File: config.mk
export PLATFORM = sky130hd
export DESIGN_NAME = waypoint_steering_controller_flat
export DESIGN_NICKNAME = d
export VERILOG_FILES = /design/src/hw/rtl/wsc_pkg.sv /design/src/hw/rtl/wsc_if.sv /design/src/hw/rtl/waypoint_steering_controller.sv /design/src/flat_wrapper.sv
export SDC_FILE = /design/constraint.sdc
export NUM_CORES = 2
export LEC_CHECK = 0
export ABC_CLOCK_PERIOD_IN_PS = 14930
export BUFFER_PORTS_ARGS = -buffer_cell sky130_fd_sc_hd__buf_2
export CORE_UTILIZATION = 55
export DETAILED_ROUTE_END_ITERATION = 16
export PLACE_DENSITY_LB_ADDON = 0.08
export SLEW_MARGIN = 30
export SYNTH_ARGS = -nofsm -noshare
export SYNTH_HDL_FRONTEND = slang
export SYNTH_SLANG_ARGS = --single-unit
File: constraint.sdc
create_clock -name clk -period 14.93 [get_ports clk]
set_input_delay 2.2395 -clock clk [delete_from_list [all_inputs] [get_ports clk]]
set_output_delay 2.2395 -clock clk [all_outputs]
set_load 0.05 [all_outputs]
File: src/hw/rtl/wsc_pkg.sv
`default_nettype none
package wsc_pkg;
    localparam int CORDIC_STEPS = 24;
    localparam int ZW = 34;
    localparam int DW = 40;
    localparam logic signed [ZW-1:0] QUARTER_TURN = 34'sd1073741824;
    localparam logic signed [ZW-1:0] HALF_TURN = 34'sd2147483648;
    localparam logic signed [DW-1:0] INV_GAIN_Q30 = 40'sd652032874;

    localparam logic [2:0] REG_LEFT_X = 3'd0;
    localparam logic [2:0] REG_RIGHT_X = 3'd1;
    localparam logic [2:0] REG_TOP_Y = 3'd2;
    localparam logic [2:0] REG_BOTTOM_Y = 3'd3;
    localparam logic [2:0] REG_ARRIVE_RADIUS = 3'd4;
    localparam logic [2:0] REG_CRUISE_SPEED = 3'd5;
    localparam logic [2:0] REG_MIN_SPEED = 3'd6;
    localparam logic [2:0] REG_TURN_STEP = 3'd7;

    function automatic logic signed [ZW-1:0] atan_entry(input logic [4:0] i);
        logic signed [ZW-1:0] r;
        begin
            case (i)
                5'd0: r = 34'sd536870912;
                5'd1: r = 34'sd316933406;
                5'd2: r = 34'sd167458907;
                5'd3: r = 34'sd85004756;
                5'd4: r = 34'sd42667331;
                5'd5: r = 34'sd21354465;
                5'd6: r = 34'sd10680862;
                5'd7: r = 34'sd5340245;
                5'd8: r = 34'sd2670163;
                5'd9: r = 34'sd1335087;
                5'd10: r = 34'sd667544;
                5'd11: r = 34'sd333772;
                5'd12: r = 34'sd166886;
                5'd13: r = 34'sd83443;
                5'd14: r = 34'sd41722;
                5'd15: r = 34'sd20861;
                5'd16: r = 34'sd10430;
                5'd17: r = 34'sd5215;
                5'd18: r = 34'sd2608;
                5'd19: r = 34'sd1304;
                5'd20: r = 34'sd652;
                5'd21: r = 34'sd326;
                5'd22: r = 34'sd163;
                5'd23: r = 34'sd81;
                default: r = '0;
            endcase
            return r;
        end
    endfunction
endpackage
`default_nettype wire

File: src/hw/rtl/wsc_if.sv
`default_nettype none
interface wsc_if #(parameter int W = 8);
    logic valid;
    logic ready;
    logic [W-1:0] data;
    modport source(output valid, output data, input ready);
    modport sink(input valid, input data, output ready);
endinterface
`default_nettype wire

File: src/hw/rtl/waypoint_steering_controller.sv
// channel | dir | word layout (msb..lsb)
// pose    | in  | pose_valid, robot_x, robot_y, heading
// drive   | out | right_drive, left_drive, goal_corner, arrived
// cfg     | in  | index[2:0], value[15:0]
// A tracked pose goes from acceptance to a valid word through difference, square,
// compare, 24 atan2 CORDIC steps (none for the zero vector), angle setup, 24 cosine
// CORDIC steps, then multiply, clamp, bend and output; both CORDIC runs share one
// add/shift stage. A missing pose goes straight to output; an arrival after compare.
// Reset clears the goal index and the registers to their defaults.
// A finished word waits in the output register; pose is not taken meanwhile.
`default_nettype none
module waypoint_steering_controller #(
    parameter int COORD_BITS = 11,
    parameter int ANGLE_BITS = 16
) (
    input wire logic clk,
    input wire logic rst_n,
    wsc_if.sink pose,
    wsc_if.source drive,
    wsc_if.sink cfg
);
    localparam int IW = 1 + 2 * COORD_BITS + ANGLE_BITS;
    localparam int SQW = 2 * COORD_BITS + 3;
    localparam logic [3:0] S_IDLE = 4'd0, S_DIFF = 4'd1, S_SQ = 4'd2, S_CMP = 4'd3,
        S_ATAN = 4'd4, S_REL = 4'd5, S_COS = 4'd6, S_CQ = 4'd7, S_MUL = 4'd8,
        S_BEND = 4'd9, S_OUT = 4'd10;

    logic [3:0] state_reg;
    logic [4:0] step_reg;
    logic [1:0] goal_reg;
    logic [COORD_BITS-1:0] left_x_reg, right_x_reg, top_y_reg, bottom_y_reg, radius_reg;
    logic [6:0] cruise_reg, min_reg;
    logic [5:0] turn_reg;
    logic [COORD_BITS-1:0] rx_reg, ry_reg;
    logic signed [ANGLE_BITS-1:0] head_reg, rel_reg;
    logic signed [COORD_BITS:0] dx_reg, dy_reg;
    logic signed [SQW-1:0] acc_reg;
    logic signed [wsc_pkg::DW-1:0] x_reg, y_reg;
    logic signed [wsc_pkg::ZW-1:0] z_reg;
    logic neg_reg;
    logic signed [23:0] s_reg;
    logic signed [8:0] fr_reg, fl_reg;
    logic arrived_reg, ovalid_reg;

    assign cfg.ready = 1'b1;
    assign pose.ready = (state_reg == S_IDLE) && !ovalid_reg;
    assign drive.valid = ovalid_reg;
    assign drive.data = {fr_reg, fl_reg, goal_reg, arrived_reg};

    wire logic [2:0] cfg_idx = cfg.data[18:16];
    wire logic [15:0] cfg_val = cfg.data[15:0];

    // shared CORDIC stage
    logic signed [wsc_pkg::DW-1:0] xs, ys;
    logic signed [wsc_pkg::ZW-1:0] at;
    logic dir_pos;
    always_comb
    begin
        xs = x_reg >>> step_reg;
        ys = y_reg >>> step_reg;
        at = wsc_pkg::atan_entry(step_reg);
        dir_pos = (state_reg == S_ATAN) ? !y_reg[wsc_pkg::DW-1] : !z_reg[wsc_pkg::ZW-1];
    end

    logic signed [ANGLE_BITS-1:0] rel_w;
    logic signed [wsc_pkg::ZW-1:0] brg;
    logic signed [wsc_pkg::DW-1:0] xn;
    logic signed [16:0] cq;
    logic signed [15:0] cs;
    logic signed [ANGLE_BITS+5:0] piv;
    logic signed [23:0] lim, abs_s;
    logic signed [6:0] off;
    logic signed [24:0] vr, vl;
    always_comb
    begin
        brg = (z_reg + (wsc_pkg::ZW'(1) <<< (31 - ANGLE_BITS))) >>> (32 - ANGLE_BITS);
        rel_w = ANGLE_BITS'(brg) - head_reg;
        if (rel_w == {1'b1, {(ANGLE_BITS-1){1'b0}}})
            rel_w = rel_w; // -pi stays as bit pattern; handled as +pi below
        xn = neg_reg ? -x_reg : x_reg;
        cq = 17'((xn + 40'sd16384) >>> 15);
        if (cq > 17'sd32767)
            cs = 16'sd32767;
        else if (cq < -17'sd32768)
            cs = -16'sd32768;
        else
            cs = 16'(cq);
        piv = (ANGLE_BITS+6)'(24) * (ANGLE_BITS+6)'(rel_reg)
            - ((ANGLE_BITS+6)'(1) <<< ANGLE_BITS);
        if (rel_reg == {1'b1, {(ANGLE_BITS-1){1'b0}}})
            piv = (ANGLE_BITS+6)'(24) * ((ANGLE_BITS+6)'(1) <<< (ANGLE_BITS-1))
                - ((ANGLE_BITS+6)'(1) <<< ANGLE_BITS);
        lim = 24'(min_reg) <<< 15;
        abs_s = s_reg[23] ? -s_reg : s_reg;
        if (s_reg > 0)
            off = (piv < 0) ? -7'(turn_reg) : ((piv > 0) ? 7'(turn_reg) : 7'sd0);
        else
            off = (piv > 0) ? -7'(turn_reg) : ((piv < 0) ? 7'(turn_reg) : 7'sd0);
        vr = (25'(off) <<< 15) + 25'(s_reg);
        vl = (-(25'(off)) <<< 15) + 25'(s_reg);
    end

    function automatic logic signed [8:0] trunc15(input logic signed [24:0] v);
        logic [24:0] m;
        begin
            m = v[24] ? 25'(-v) : 25'(v);
            m = m >> 15;
            return v[24] ? -9'(m) : 9'(m);
        end
    endfunction

    always_ff @(posedge clk or negedge rst_n)
    begin
        if (!rst_n)
        begin
            state_reg <= S_IDLE;
            step_reg <= '0;
            goal_reg <= '0;
            ovalid_reg <= 1'b0;
            left_x_reg <= COORD_BITS'(200);
            right_x_reg <= COORD_BITS'(1720);
            top_y_reg <= COORD_BITS'(200);
            bottom_y_reg <= COORD_BITS'(880);
            radius_reg <= COORD_BITS'(100);
            cruise_reg <= 7'd50;
            min_reg <= 7'd15;
            turn_reg <= 6'd10;
        end
        else
        begin
            if (cfg.valid)
            begin
                case (cfg_idx)
                    wsc_pkg::REG_LEFT_X: left_x_reg <= COORD_BITS'(cfg_val);
                    wsc_pkg::REG_RIGHT_X: right_x_reg <= COORD_BITS'(cfg_val);
                    wsc_pkg::REG_TOP_Y: top_y_reg <= COORD_BITS'(cfg_val);
                    wsc_pkg::REG_BOTTOM_Y: bottom_y_reg <= COORD_BITS'(cfg_val);
                    wsc_pkg::REG_ARRIVE_RADIUS: radius_reg <= COORD_BITS'(cfg_val);
                    wsc_pkg::REG_CRUISE_SPEED: cruise_reg <= cfg_val[6:0];
                    wsc_pkg::REG_MIN_SPEED: min_reg <= cfg_val[6:0];
                    wsc_pkg::REG_TURN_STEP: turn_reg <= cfg_val[5:0];
                    default: ;
                endcase
            end
            if (ovalid_reg && drive.ready)
                ovalid_reg <= 1'b0;
            case (state_reg)
                S_IDLE:
                    if (pose.valid && pose.ready)
                    begin
                        rx_reg <= pose.data[IW-2 -: COORD_BITS];
                        ry_reg <= pose.data[ANGLE_BITS+COORD_BITS-1 -: COORD_BITS];
                        head_reg <= pose.data[ANGLE_BITS-1:0];
                        fr_reg <= '0;
                        fl_reg <= '0;
                        arrived_reg <= 1'b0;
                        state_reg <= pose.data[IW-1] ? S_DIFF : S_OUT;
                    end
                S_DIFF:
                begin
                    dx_reg <= $signed({1'b0, (goal_reg == 2'd0 || goal_reg == 2'd3)
                        ? left_x_reg : right_x_reg}) - $signed({1'b0, rx_reg});
                    dy_reg <= $signed({1'b0, goal_reg[1] ? bottom_y_reg : top_y_reg})
                        - $signed({1'b0, ry_reg});
                    state_reg <= S_SQ;
                end
                S_SQ:
                begin
                    acc_reg <= SQW'(dx_reg) * SQW'(dx_reg) + SQW'(dy_reg) * SQW'(dy_reg)
                        - SQW'($signed({1'b0, radius_reg})) * SQW'($signed({1'b0, radius_reg}));
                    state_reg <= S_CMP;
                end
                S_CMP:
                begin
                    step_reg <= '0;
                    if (acc_reg < 0)
                    begin
                        goal_reg <= goal_reg + 2'd1;
                        arrived_reg <= 1'b1;
                        state_reg <= S_OUT;
                    end
                    else
                    begin
                        // pre-rotate into the right half plane
                        if (dx_reg < 0 && !dy_reg[COORD_BITS])
                        begin
                            x_reg <= wsc_pkg::DW'(dy_reg) <<< 20;
                            y_reg <= -(wsc_pkg::DW'(dx_reg) <<< 20);
                            z_reg <= wsc_pkg::QUARTER_TURN;
                        end
                        else if (dx_reg < 0)
                        begin
                            x_reg <= -(wsc_pkg::DW'(dy_reg) <<< 20);
                            y_reg <= wsc_pkg::DW'(dx_reg) <<< 20;
                            z_reg <= -wsc_pkg::QUARTER_TURN;
                        end
                        else
                        begin
                            x_reg <= wsc_pkg::DW'(dx_reg) <<< 20;
                            y_reg <= wsc_pkg::DW'(dy_reg) <<< 20;
                            z_reg <= '0;
                        end
                        state_reg <= (dx_reg == 0 && dy_reg == 0) ? S_REL : S_ATAN;
                    end
                end
                S_ATAN, S_COS:
                begin
                    if (dir_pos == (state_reg == S_ATAN))
                    begin
                        x_reg <= x_reg + ys;
                        y_reg <= y_reg - xs;
                    end
                    else
                    begin
                        x_reg <= x_reg - ys;
                        y_reg <= y_reg + xs;
                    end
                    z_reg <= (dir_pos == (state_reg == S_ATAN)) ? z_reg + at : z_reg - at;
                    step_reg <= step_reg + 5'd1;
                    if (step_reg == 5'(wsc_pkg::CORDIC_STEPS - 1))
                        state_reg <= (state_reg == S_ATAN) ? S_REL : S_CQ;
                end
                S_REL:
                begin
                    // z_reg is 0 for the zero vector
                    rel_reg <= rel_w;
                    step_reg <= '0;
                    x_reg <= wsc_pkg::INV_GAIN_Q30;
                    y_reg <= '0;
                    if (rel_w == {1'b1, {(ANGLE_BITS-1){1'b0}}})
                    begin
                        z_reg <= '0;
                        neg_reg <= 1'b1;
                    end
                    else if ((wsc_pkg::ZW'(rel_w) <<< (32 - ANGLE_BITS)) > wsc_pkg::QUARTER_TURN)
                    begin
                        z_reg <= (wsc_pkg::ZW'(rel_w) <<< (32 - ANGLE_BITS)) - wsc_pkg::HALF_TURN;
                        neg_reg <= 1'b1;
                    end
                    else if ((wsc_pkg::ZW'(rel_w) <<< (32 - ANGLE_BITS)) < -wsc_pkg::QUARTER_TURN)
                    begin
                        z_reg <= (wsc_pkg::ZW'(rel_w) <<< (32 - ANGLE_BITS)) + wsc_pkg::HALF_TURN;
                        neg_reg <= 1'b1;
                    end
                    else
                    begin
                        z_reg <= wsc_pkg::ZW'(rel_w) <<< (32 - ANGLE_BITS);
                        neg_reg <= 1'b0;
                    end
                    state_reg <= S_COS;
                end
                S_CQ:
                begin
                    s_reg <= 24'($signed({1'b0, cruise_reg})) * 24'(cs);
                    state_reg <= S_MUL;
                end
                S_MUL:
                begin
                    if (abs_s < lim)
                        s_reg <= s_reg[23] ? -lim : lim;
                    state_reg <= S_BEND;
                end
                S_BEND:
                begin
                    fr_reg <= trunc15(vr);
                    fl_reg <= trunc15(vl);
                    state_reg <= S_OUT;
                end
                S_OUT:
                begin
                    ovalid_reg <= 1'b1;
                    state_reg <= S_IDLE;
                end
                default: state_reg <= S_IDLE;
            endcase
        end
    end

    a_busy_no_out: assert property (@(posedge clk) disable iff (!rst_n)
        (state_reg != S_IDLE) |-> !drive.valid) else $error("busy with word pending");
    a_arrive_zero: assert property (@(posedge clk) disable iff (!rst_n)
        (drive.valid && arrived_reg) |-> (fr_reg == 0 && fl_reg == 0))
        else $error("arrival with drive");
    a_hold_out: assert property (@(posedge clk) disable iff (!rst_n)
        (drive.valid && !drive.ready) |=> $stable(drive.data)) else $error("word changed");
    a_step_range: assert property (@(posedge clk) disable iff (!rst_n)
        (state_reg == S_ATAN || state_reg == S_COS) |-> (step_reg < 5'd24))
        else $error("step overrun");
endmodule
`default_nettype wire

File: src/flat_wrapper.sv
// flat-port wrapper written by rule: the top's interface ports become plain ports
module waypoint_steering_controller_flat 
#(
    parameter int COORD_BITS = 11,
    parameter int ANGLE_BITS = 16
)
  (clk, rst_n, pose_valid, pose_data, pose_ready, drive_valid, drive_data, drive_ready, cfg_valid, cfg_data, cfg_ready);
  wsc_if #(.W(39)) pose_i ();
  wsc_if #(.W(21)) drive_i ();
  wsc_if #(.W(19)) cfg_i ();
  input wire logic clk;
  input wire logic rst_n;
  input wire logic [$bits(pose_i.valid)-1:0] pose_valid;
  input wire logic [$bits(pose_i.data)-1:0] pose_data;
  output wire logic [$bits(pose_i.ready)-1:0] pose_ready;
  output wire logic [$bits(drive_i.valid)-1:0] drive_valid;
  output wire logic [$bits(drive_i.data)-1:0] drive_data;
  input wire logic [$bits(drive_i.ready)-1:0] drive_ready;
  input wire logic [$bits(cfg_i.valid)-1:0] cfg_valid;
  input wire logic [$bits(cfg_i.data)-1:0] cfg_data;
  output wire logic [$bits(cfg_i.ready)-1:0] cfg_ready;
  assign pose_i.valid = pose_valid;
  assign pose_i.data = pose_data;
  assign pose_ready = pose_i.ready;
  assign drive_valid = drive_i.valid;
  assign drive_data = drive_i.data;
  assign drive_i.ready = drive_ready;
  assign cfg_i.valid = cfg_valid;
  assign cfg_i.data = cfg_data;
  assign cfg_ready = cfg_i.ready;
  waypoint_steering_controller #(.COORD_BITS(COORD_BITS), .ANGLE_BITS(ANGLE_BITS)) u_core (.clk(clk), .rst_n(rst_n), .pose(pose_i), .drive(drive_i), .cfg(cfg_i));
endmodule
After elaboration in Yosys (flattened, before gate mapping) --
Memories as Yosys holds them, arrays and structs flattened. Cells that the tools add are included.
Word-level totals: bits in read-only memories 960, word-level logic and storage cells 200, output and inout port bits 24, memories kept 1, register bits after elaboration 348
Memory list:
- (name not given) | words 32, width 30, rd ports 1, clocked after memory_dff 0, wr ports 0, RTL line wsc_pkg.sv:22 | case (i)
Operators by class: reduce and logical (&&, ||, !) cells 42, eq/ne operators 27, muxes and demuxes 55, multipliers 5, shift operators 2, add/subtract/negate cells 31, order comparisons 10
Operator list (count):
- $mux W40 | 8
- $pmux W40 S3 | 2
- $mux W34 | 7
- $mux W24 | 5
- $pmux W34 S3 | 1
- $add A40 B40 Y40 | 2
- $neg A32 Y40 | 2
- $sshr A40 B5 Y40 | 2
- $sub A40 B40 Y40 | 2
- $neg A24 Y24 | 3
- $logic_not A32 Y1 | 2
- $mul A12 B12 Y24 | 2
- $pmux W24 S2 | 1
- $pmux W4 S9 | 1
- $pmux W9 S2 | 2
- $add A32 B33 Y34 const B | 1
- $add A34 B34 Y34 | 1
- $sub A32 B33 Y34 const B | 1
- $sub A34 B34 Y34 | 1
- $add A32 B16 Y32 const B | 1
- $add A32 B17 Y32 const B | 1
- $eq A16 B16 Y1 const B | 2
- $gt A32 B32 Y1 const B | 1
- $lt A32 B31 Y1 const B | 1
- 61 further kinds | 120

Longest topological paths before layout --
depth in word-level cells 14, depth in mapped cells 41, gate-level depth less buffers 39

Worst setup path after synthesis --
OpenSTA, ideal clock, no wires.
path type flip-flop to flip-flop, start point reg u_core.x_reg[5] (netlist bit), end point reg u_core.s_reg[22], data pin, data required time 14659 ps, stages on the path, launching flop included 39, data arrival time 8607 ps, period minus slack after synthesis 8879 ps, library setup time 271 ps, buffers on the path 2, path slack 6051 ps, path through edfxtp_1 > nor4_1 > nand4_1 > nor4_2 > and4bb_1 > buf_4 > nand3_1 > or4_1 > nand2_1 > xor2_1 > or4_1 > o21ai_0 > a21oi_1 > o21bai_2 > xnor2_1 > buf_4 > maj3_1 > and2_1 > [... 3 more ...] > inv_1 > fa_1 > inv_1 > fa_1 > inv_1 > ha_1 > a21oi_1 > o21ai_0 > a21oi_1 > o21ai_0 > a21oi_1 > o21ai_0 > a21o_1 > a2111oi_0 > o21ai_0 > a31oi_1 > xor2_1 > o22ai_1
On the way: word-level cells in the longest chain between the ends 8, elaborated cells on any way between the ends 9, classes of those cells add/sub: 2; mul: 1; order compare: 2; mux: 4
RTL lines:
- start, declared | RTL line waypoint_steering_controller.sv:38 | logic signed [wsc_pkg::DW-1:0] x_reg, y_reg;
- start signal, assigned | RTL line waypoint_steering_controller.sv:187 | x_reg <= wsc_pkg::DW'(dy_reg) <<< 20;
- start signal, assigned | RTL line waypoint_steering_controller.sv:193 | x_reg <= -(wsc_pkg::DW'(dy_reg) <<< 20);
- start signal, assigned | RTL line waypoint_steering_controller.sv:199 | x_reg <= wsc_pkg::DW'(dx_reg) <<< 20;
- $neg A32 Y32 | RTL line waypoint_steering_controller.sv:80 | xn = neg_reg ? -x_reg : x_reg;
- $mux W32 * | RTL line waypoint_steering_controller.sv:80
- $add A32 B16 Y32 * | RTL line waypoint_steering_controller.sv:81 | cq = 17'((xn + 40'sd16384) >>> 15);
- $lt A17 B16 Y1 | RTL line waypoint_steering_controller.sv:84 | else if (cq < -17'sd32768)
- $mux W16 | RTL line waypoint_steering_controller.sv:84
- $mux W16 * | RTL line waypoint_steering_controller.sv:82 | if (cq > 17'sd32767)
- $mul A8 B16 Y24 * | RTL line waypoint_steering_controller.sv:254 | s_reg <= 24'($signed({1'b0, cruise_reg})) * 24'(cs);
- $pmux W24 S2 * | RTL line waypoint_steering_controller.sv:147 | case (state_reg)
- end signal, assigned | RTL line waypoint_steering_controller.sv:254
- end signal, assigned | RTL line waypoint_steering_controller.sv:260 | s_reg <= s_reg[23] ? -lim : lim;
- end, declared | RTL line waypoint_steering_controller.sv:41 | logic signed [23:0] s_reg;
Every way passes the cells marked *; elsewhere a longest branch is shown, timed or not. A chain may end at the register's enable or synchronous reset.

Worst setup path in the final report --
start point reg u_core.x_reg[1] (netlist bit), end point reg u_core.s_reg[23], data pin
Same word-level chain as after synthesis.

==> results.ini <==
[run_status]
status=finished, final reports clean

[drt]
dr.pass1.iters=6
antenna_left=0
wl_um=119000
drc=0
vias=37200
drtIter0Drc=2855
wl_per_cell_um=18.7
vias_per_cell=5.83

[yosys]
yosysSeqAreaShare_pct=19.3
ys_warn_count=0
ys_async_sr_fraction_pct=26.9
synth.distinct_cells=100
synthesis.area_um2=48400
synthCells=5238
ys_ff_latch=324
ys.flop_type=edfxtp_1
syn_area_per_cell_um2=9.23
synth_edf_count=237

[placement]
gp_congestion=0.936
dp_hpwl_um=94300
dp.cells=6300
portBuffers=80

[final_layout]
drive_above_1_share_pct=9.51
area_delta_synth_final_pct=5.59
finalNonFillerCells=6382
nNetsFinal=6143

[timing]
hold_violations=0
max_slew_margin_pct=33.2
final.min_clock_period_ns=10.53
worst_slew_pin_slew_ns=0.999
rsz0062_at_grt=false
fmax_ghz=0.0950
fin_skew_ns=0.0357
setup_viol_count_final=0
setup_tns_ns=0
slew_violations=0
min_period_over_period_pct=70.5

[cts]
cts.repair.resized=0
holdBufCountCts=0
root_buffer=clkbuf_16
cts.sinks=324
htree_levels=2
numCtsBuffers=43
post_cts_buffers=0
path_clk_slew_ns=0.06
clock_latency_ns=0.61
clock_path_buffers=3
cts_tree=done

[critical_path]
slowest_stage=xor2_1
critPathMostFrequentCell=o21ai_0
start_kind=register
crit-reg2reg-launch=u_core.x_reg[1]
critPathMaxStageDelay_ns=0.71
crit_path_end_kind=register
critical_path_required_ns=15.36
crit_start=u_core.x_reg[1]
arrival_ns=10.96
r2r_cells=37
critPathMaxFanout=9
crit_type=register to register

[min_path]
worst_hold_path_type=register to register
whs_path_depth=1
min-delay-start=u_core.top_y_reg[9]

[die]
rows=108
die_area_um2=89100
die_w_um=299
die_y_um=299
ioPinCount=87
initial_utilization_pct=55.7
coreArea_um2=86900

[global_route]
grt_usage_pct=27.2
overflow=0
grt_pass1_vias=36900
grt_start_max_net_pins=74
grt_pass1_wl_um=195000
antenna_found_initial=3

[flow_run]
drv_cap=0

## cell type report
type                    instances  area [um2]
inverters                     712        2670
well taps                    1155        1450
diodes                          3        7.51
repair buffers                111         639
fillers                      7680       35800
clock inverters                21         163
clock buffers                  58        1180
multi-input cells            3998       35600
flip-flops and latches        324        9340
## cells in the final DEF (no fill, tap or decap), types with 93 or more instances in the layout
master,count
inv_1,702
edfxtp_1,237
xnor2_1,267
nor3_1,93
mux2_2,116
a21oi_1,278
mux4_2,109
ha_1,467
nand2_1,387
nor2_1,350
xor2_1,153
o21ai_0,276
and2_1,185
fa_1,423
## critical path, delay by kind of cell (launching register included)
| family | cells | cell delay (ns) |
|---|---|---|
| flip-flops | 1 | 0.45 |
| AND/OR/NAND/NOR | 10 | 3.22 |
| adder cells (fa/ha/maj) | 6 | 2.80 |
| AO/OA/AOI/OAI | 15 | 2.85 |
| buffers and inverters | 4 | 0.19 |
| XOR/XNOR | 2 | 0.81 |
## cell usage after synthesis, types with 14 or more instances
library cell / number / share of area (%)
a211oi_1: 21 / 0.33
a21boi_0: 29 / 0.45
a21o_1: 79 / 1.2
a21oi_1: 281 / 2.9
a31oi_1: 41 / 0.53
and2_1: 186 / 2.4
and3_1: 34 / 0.44
buf_1: 35 / 0.27
buf_2: 16 / 0.17
clkbuf_1: 146 / 1.1
dfrtp_1: 58 / 3.0
dfstp_2: 29 / 1.6
edfxtp_1: 237 / 15
fa_1: 423 / 18
ha_1: 467 / 12
inv_1: 703 / 5.5
maj3_1: 15 / 0.31
mux2_2: 116 / 2.7
mux2i_1: 62 / 1.3
mux4_2: 109 / 5.1
nand2_1: 388 / 3.0
nand2b_1: 48 / 0.62
nand3_1: 55 / 0.57
nand4_1: 25 / 0.32
nor2_1: 351 / 2.7
nor2b_1: 68 / 0.88
nor3_1: 95 / 0.98
nor3b_1: 14 / 0.22
nor4_1: 17 / 0.22
o211ai_1: 14 / 0.22
o21a_1: 53 / 0.82
o21ai_0: 277 / 2.9
o21bai_1: 36 / 0.56
o22ai_1: 26 / 0.34
o31ai_1: 28 / 0.43
or3_1: 35 / 0.45
xnor2_1: 268 / 4.9
xor2_1: 153 / 2.8
## kinds of logic after synthesis
group                    synth area share, %
buffers and inverters                   7.24
flip-flops                              19.3
other                                 0.0155
AND/OR/NAND/NOR                         14.1
XOR/XNOR                                7.62
AO/OA/AOI/OAI                           12.8
adder cells (fa/ha/maj)                 29.9
multiplexers                            9.06
## through the flow
step           instance area, um2  hold WS, ns  worst slack, ns  util, %
2_1_floorplan               48400        0.474             6.05        -
3_3_place_gp                49700        0.482             4.55     57.2
3_5_place_dp                49700        0.493             4.47     57.2
4_1_cts                     51000        0.506             4.40     58.7
5_1_grt                     51100        0.517             3.67     58.8
6_report                    51100        0.503             4.40     58.8
## per-layer routing
layer  GRT usage [%]  part of all wire (%)
met5               0                     0
met4            8.35                   2.9
met3            2.55                   5.2
met2            45.6                    48
met1            37.3                    44
## path summary, 6_finish.rpt
kind	endpoint	slack, ns
setup / recovery	u_core.s_reg[23]	4.40
hold / removal	u_core.top_y_reg[9]	0.50
setup reg to reg	u_core.s_reg[23]	4.40
hold reg to reg	u_core.top_y_reg[9]	0.50
max in group asynchronous	u_core.cruise_reg[2]	12.16
min in group asynchronous	u_core.min_reg[4]	1.60
Power is left out: the tool's default activity adds up to more than one toggle a clock period on the data nets, which glitch-free logic cannot reach.
